File: config.mk
export PLATFORM = sky130hd
export DESIGN_NAME = pdtl_div
export DESIGN_NICKNAME = d
export VERILOG_FILES = /design/src/sv/pdtl_pkg.sv /design/src/sv/pdtl_div.sv
export SDC_FILE = /design/constraint.sdc
export NUM_CORES = 1
export LEC_CHECK = 0
export BUFFER_PORTS_ARGS = -buffer_cell sky130_fd_sc_hd__buf_4
export CORE_MARGIN = 4
export CORE_UTILIZATION = 59
export DETAILED_ROUTE_END_ITERATION = 10
export PLACE_DENSITY = 0.8
export REMOVE_ABC_BUFFERS = 1
export SYNTH_ARGS = -nofsm -noshare
export SYNTH_HDL_FRONTEND = slang
export SYNTH_SLANG_ARGS = --single-unit
File: constraint.sdc
create_clock -name clk -period 4.04 [get_ports clk]
set_clock_uncertainty 0.05 [all_clocks]
set_input_delay 0.606 -clock clk [delete_from_list [all_inputs] [get_ports clk]]
set_output_delay 0.606 -clock clk [all_outputs]
set_load 0.02 [all_outputs]
File: src/sv/pdtl_pkg.sv
// Shared types and constants for the three-axis PD torque limiter.
`timescale 1ns / 1ps

package pdtl_pkg;

    localparam int AXES      = 3;
    localparam int ANGLE_W   = 23;
    localparam int ERR_W     = 24;
    localparam int FORCE_W   = 20;
    localparam int CFG_W     = 32;
    localparam int CFG_IDX_W = 2;

    // Register indexes of the configuration port.
    localparam logic [CFG_IDX_W-1:0] REG_KP   = 2'd0;
    localparam logic [CFG_IDX_W-1:0] REG_KD   = 2'd1;
    localparam logic [CFG_IDX_W-1:0] REG_TMAX = 2'd2;
    localparam logic [CFG_IDX_W-1:0] REG_TMIN = 2'd3;

    localparam logic [CFG_W-1:0] KP_RESET   = 32'd26214;
    localparam logic [CFG_W-1:0] KD_RESET   = 32'd6554;
    localparam logic [CFG_W-1:0] TMAX_RESET = 32'h0002_0000;
    localparam logic [CFG_W-1:0] TMIN_RESET = 32'hFFFE_0000;

    // 30.0 in Q16.16, and the force scales with and without limiting.
    localparam logic [31:0] LIMIT_Q16   = 32'd1966080;
    localparam logic [32:0] FORCE_SCALE = 33'd10000;
    localparam logic [32:0] LIMIT_FORCE = 33'd300000;

    // Divider: |t| * 300000 over the largest |t|, quotient below 2^19.
    localparam int DIV_Q_W   = 19;
    localparam int DIV_DEN_W = 32;
    localparam int DIV_NUM_W = DIV_DEN_W + DIV_Q_W - 1;
    localparam int DIV_CNT_W = 5;

    typedef struct packed {
        logic                 start;
        logic [DIV_NUM_W-1:0] numer;
        logic [DIV_DEN_W-1:0] denom;
    } pdtl_div_req_t;

endpackage

File: src/sv/pdtl_div.sv
// Restoring divider that yields one quotient bit per cycle.
`timescale 1ns / 1ps

module pdtl_div
    import pdtl_pkg::*;
(
    input  logic               clk,
    input  logic               rst_n,
    input  pdtl_div_req_t      req,
    output logic               done,
    output logic [DIV_Q_W-1:0] quotient
);

    logic                 busy_reg;
    logic                 done_reg;
    logic [DIV_CNT_W-1:0] cnt_reg;
    logic [DIV_NUM_W-1:0] rem_reg;
    logic [DIV_NUM_W-1:0] dvs_reg;
    logic [DIV_Q_W-1:0]   q_reg;

    always_ff @(posedge clk or negedge rst_n)
    begin
        if (!rst_n)
        begin
            busy_reg <= 1'b0;
            done_reg <= 1'b0;
            cnt_reg  <= '0;
        end
        else
        begin
            done_reg <= 1'b0;
            if (req.start)
            begin
                busy_reg <= 1'b1;
                cnt_reg  <= DIV_CNT_W'(DIV_Q_W);
            end
            else if (busy_reg)
            begin
                cnt_reg <= cnt_reg - DIV_CNT_W'(1);
                if (cnt_reg == DIV_CNT_W'(1))
                begin
                    busy_reg <= 1'b0;
                    done_reg <= 1'b1;
                end
            end
        end
    end

    // The divisor starts aligned to the top quotient bit and walks down.
    always_ff @(posedge clk)
    begin
        if (req.start)
        begin
            rem_reg <= req.numer;
            dvs_reg <= {req.denom, {(DIV_Q_W-1){1'b0}}};
            q_reg   <= '0;
        end
        else if (busy_reg)
        begin
            if (rem_reg >= dvs_reg)
            begin
                rem_reg <= rem_reg - dvs_reg;
                q_reg   <= {q_reg[DIV_Q_W-2:0], 1'b1};
            end
            else
            begin
                q_reg <= {q_reg[DIV_Q_W-2:0], 1'b0};
            end
            dvs_reg <= dvs_reg >> 1;
        end
    end

    assign done     = done_reg;
    assign quotient = q_reg;

endmodule

# == Yosys cells after proc, flatten, opt, wreduce, memory -nomap -nowiden ==
# Index checks and enable logic that the tools add are counted.
# W data, S select, Z words.
# totals
register_bits,126
inputBits,85
wordCells,28
# op_classes
n_addsub,2
order_cmp,1
n_eq_ne,1
muxes,14
n_reduce_logical,3
# ops
cell,n
$mux W50,5
$ge A50 B50 Y1,1
$sub A50 B50 Y50,1
$mux W5,2
$mux W1,7
$eq A5 B1 Y1 const B,1
$sub A5 B1 Y5 const B,1
$reduce_bool A2 Y1,2
$reduce_and A2 Y1,1

# == Longest topological paths before layout ==
# depth
word_depth,4
mapped_depth,12
ltp_nobuf,12

# == Worst setup path after synthesis ==
# Ideal clock, no wire load.
# synth_path
path_type,register to register
from,register rem_reg[0]
to,"register rem_reg[0], enable pin"
setup_time_ns,0.409
arrival_ns,3.254
path_slack_ns,0.328
path_stages_with_launch,13
n_path_buf,0
synth_period_minus_slack_ns,3.712
cell_sequence,edfxtp_1 > inv_1 > ha_1 > fa_1 > nand2b_1 > a21oi_1 > o21ai_1 > and2_2 > o211ai_1 > a21oi_1 > o211ai_1 > nand2_1 > nand2_1
# synth_between
elab_chain_len,3
# synth_rtl
element,line_no,source
"start, declared",pdtl_div.sv:17,logic [DIV_NUM_W-1:0] rem_reg;
"start signal, assigned",pdtl_div.sv:54,rem_reg <= req.numer;
"start signal, assigned",pdtl_div.sv:62,rem_reg <= rem_reg - dvs_reg;
$ge A50 B50 Y1,pdtl_div.sv:60,if (rem_reg >= dvs_reg)
$reduce_bool A2 Y1 (no line),-,
$reduce_and A2 Y1 (no line),-,
# No other way between the ends.
# A chain may end at the register's enable or synchronous reset.

# == Worst setup path in the final report ==
# layout_path
from,register rem_reg[0]
to,"register rem_reg[12], enable pin"
# The elaborated chain is that of the path after synthesis.

==> impl_results.md <==
- Run status: complete, no violations
- Routed via count divided by cell count: 5.854
- Average detailed-routed wire length per instance: 16.53 um
- DRC viols: 0
- Floorplan die height: 126.4 um
- # Post-CTS Setup Buffers: 0
- Total power density per cell area: 738.2 nW/um2
- Number of hold violations in the final report: 0
- Average cell area after synthesis: 8.757 um2
- Path type of the worst setup path: register to register
- CTS max path bufs: 2
- Worst setup path start: rem_reg[0]
- Antenna violations before repair: 0
- Via count of the first global-routing pass: 6804
- Buffer type at the clock tree root: sky130_fd_sc_hd__clkbuf_16
- Top fanout value on the critical path: 25
- Share of the yosys chip area belonging to registers: 40.87%
- Maximum vdd ir drop: 0.4439 mV
- Number of input and output port buffers inserted: 104
- Peak clock frequency supported by timing: 0.2931 GHz
- Number of max-slew violations in the final report: 0
- Total via count in the routed design: 7101
- Largest net degree at the start of global routing: 117
- Crit-path slowest cell: sky130_fd_sc_hd__fa_1
- Max-capacitance violation count: 0
- Routability Congestion: 0.9231
- Total Die Area: 15970 um2
- Hold path start: req[17]
- RSZ-0062 raised after global routing: no
- Async set-reset flop share out of synthesis: 5.556%
- Clock network latency to the later pin of the worst-skew pair: 0.43 ns
- Reg clk slew, reported paths: 0.06 ns
- Top_reg_cell synth: sky130_fd_sc_hd__edfxtp_1
- Final core area utilization: 72.05%
- FF+latch count, synth: 126
- Total core area: 13510 um2
- Resized cells post-CTS: 0
- WP data arrival: 3.45 ns
- TritonCTS Buffers: 17
- CP peak stage delay: 0.40 ns
- Reg-to-Reg Start: rem_reg[0]
- Net total in the final layout: 1162
- Detailed-routing iteration count for the pre-antenna-repair pass: 5
- Number of sinks on the clock net: 126
- Share of the clock period used by the worst path: 84.44%
- Count of final setup violators: 0
- Cell variety after synth: 65
- Detailed placer's ending HPWL: 14020 um
- Remaining antenna violation count: 0
- Number of synthesized flops with an enable pin: 82
- Slew of the pin with the lowest slew margin: 0.8595 ns
- Number of placement rows: 42
- CP Launch Type: register
- TritonCTS clock tree: built
- Gate count after technology mapping: 944
- Worst min-delay path class: primary input to register
- Sort of element at the end of the critical path: register
- Post-synthesis instance area: 8267 um2
- Number of diodes: 0
- Total global routing overflow: 0
- Crit-path cells: inv_1, ha_1, fa_1, nand2b_1, a21oi_1, o21ai_1, and2_2, o211ai_1, a21oi_1, o211ai_1, nand2_1, nand2_2, buf_4
- Initial standard-cell utilization of the core: 61.21%
- Layout cell share with drive strength beyond 1: 16.01%
- Iter 0 DRT Violations: 611
- First-pass GRT wire length: 32880 um
- Final critical delay including setup and external delays: 3.411 ns
- Routed WL: 20060 um
- Final cell count without fillers: 1213
- Final TNS setup: 0 ns
- Syn-to-layout area delta: 17.71%
- Post-Place Cells: 1180
- Number of H-tree levels: 4
- Leakage power summed over all cells: 4.453 nW
- Total track usage: 24.99%
- Warning count from the yosys run: 0
- Die width: 126.4 um
- Relative slew slack: 42.70%
- Required time of the critical path: 4.08 ns
- Ports: 105
## final timing paths
kind                           endpoint  slack (ns)  cells past startpoint
setup / recovery            rem_reg[12]        0.63                     13
min in group asynchronous          done        0.48                      2
hold / removal              dvs_reg[35]        0.40                      3
setup reg to reg            rem_reg[12]        0.63                     13
hold reg to reg            quotient[18]        0.46                      2
max in group asynchronous      busy_reg        3.32                      2
## timing repair
item | CTS | global route
hold buffers | 1 | 0
endpoints found under the setup margin | 0 | 0
endpoints found under the hold margin | 7 | 0
## final cells by class
cell class,instances,area (um2)
Clock inverter,11,96.34
Timing Repair Buffer,109,837.1
Inverter,67,251.5
Multi-Input combinational cell,703,4441
Clock buffer,21,503.0
Sequential cell,126,3382
Fill cell,1035,3775
Tap cell,176,220.2
## critical path: cells and delay by family (launching register included)
kind	cells	cell delay [ns]
buffers and inverters	2	0.38
adders and majority gates	2	0.61
DFF	1	0.32
and+or+nand+nor	4	0.62
AOI/OAI and AO/OA	5	1.07
## logic make-up (layout without fill, tap and decap cells)
logic type,after synthesis,count (layout),synth area share (%)
AO/OA/AOI/OAI,260,260,19.98
XOR/XNOR,45,45,4.768
adder cells (fa/ha/maj),53,53,8.113
buffers and inverters,115,208,5.449
flip-flops,126,126,40.87
multiplexers,37,37,4.480
AND/OR/NAND/NOR,308,308,16.35
## through the flow
stage	worst slack [ns]	hold slack [ns]	cell area (um2)	power (mW)
after CTS	0.6312	0.3908	9731	7.134
final	0.6286	0.4040	9731	7.183
after global routing	0.4368	0.4055	9731	7.660
after detailed placement	0.6867	0.3713	9121	5.559
after global placement	0.7925	0.3718	9121	5.503
after floorplan	0.2246	0.2604	8068	4.708
## cells in the final DEF, fill, tap and decap left out, types with 31 or more instances in the layout
cell	instances
sky130_fd_sc_hd__dfxtp_1	37
sky130_fd_sc_hd__a21oi_1	53
sky130_fd_sc_hd__inv_1	67
sky130_fd_sc_hd__nor2_1	64
sky130_fd_sc_hd__o21ai_0	89
sky130_fd_sc_hd__edfxtp_1	82
sky130_fd_sc_hd__buf_4	106
sky130_fd_sc_hd__nand2_1	164
sky130_fd_sc_hd__a21o_1	31
sky130_fd_sc_hd__mux2i_1	37
sky130_fd_sc_hd__ha_1	52
## metal layers
metal	GRT usage [%]	part of all wire, %
met3	5.296	6.8
met4	9.148	2.1
met2	39.54	46
met5	0	0
met1	34.02	45
## power breakdown
group	switching (mW)	total, mW	internal [mW]
logic	2.22	3.71	1.50
registers	0.123	1.94	1.82
clock network	0.623	1.53	0.905
## cell usage after synthesis (all sizes together) (2+ instances only)
library cell,instances,area [um2]
o31a,2,17.52
a211o,2,17.52
or3,4,25.02
a2111oi,2,30.03
a21o,31,232.7
a21oi,58,309.0
dfrtp,7,175.2
dfxtp,37,740.7
xor2,18,157.7
inv,67,251.5
nor4b,2,17.52
o21bai,9,67.56
nor4,2,12.51
nor2b,7,43.79
a31oi,4,31.28
clkbuf,33,125.1
ha,52,650.6
nor3b,2,15.01
o211ai,7,52.55
o221ai,2,23.77
nor3,10,50.05
a41oi,3,33.79
nand2,165,619.3
mux2i,37,370.4
buf,15,73.82
o21a,7,52.55
nor2,64,240.2
a211oi,5,47.54
nand2b,9,56.30
o31ai,7,57.55
and3,5,36.28
a221oi,5,62.56
and2,9,57.56
or2,5,31.28
xnor2,27,236.5
o21ai,107,535.5
edfxtp,82,2462
nand4,11,68.82
nand3,10,50.05
No activity file was read; power rests on OpenSTA's default activity.
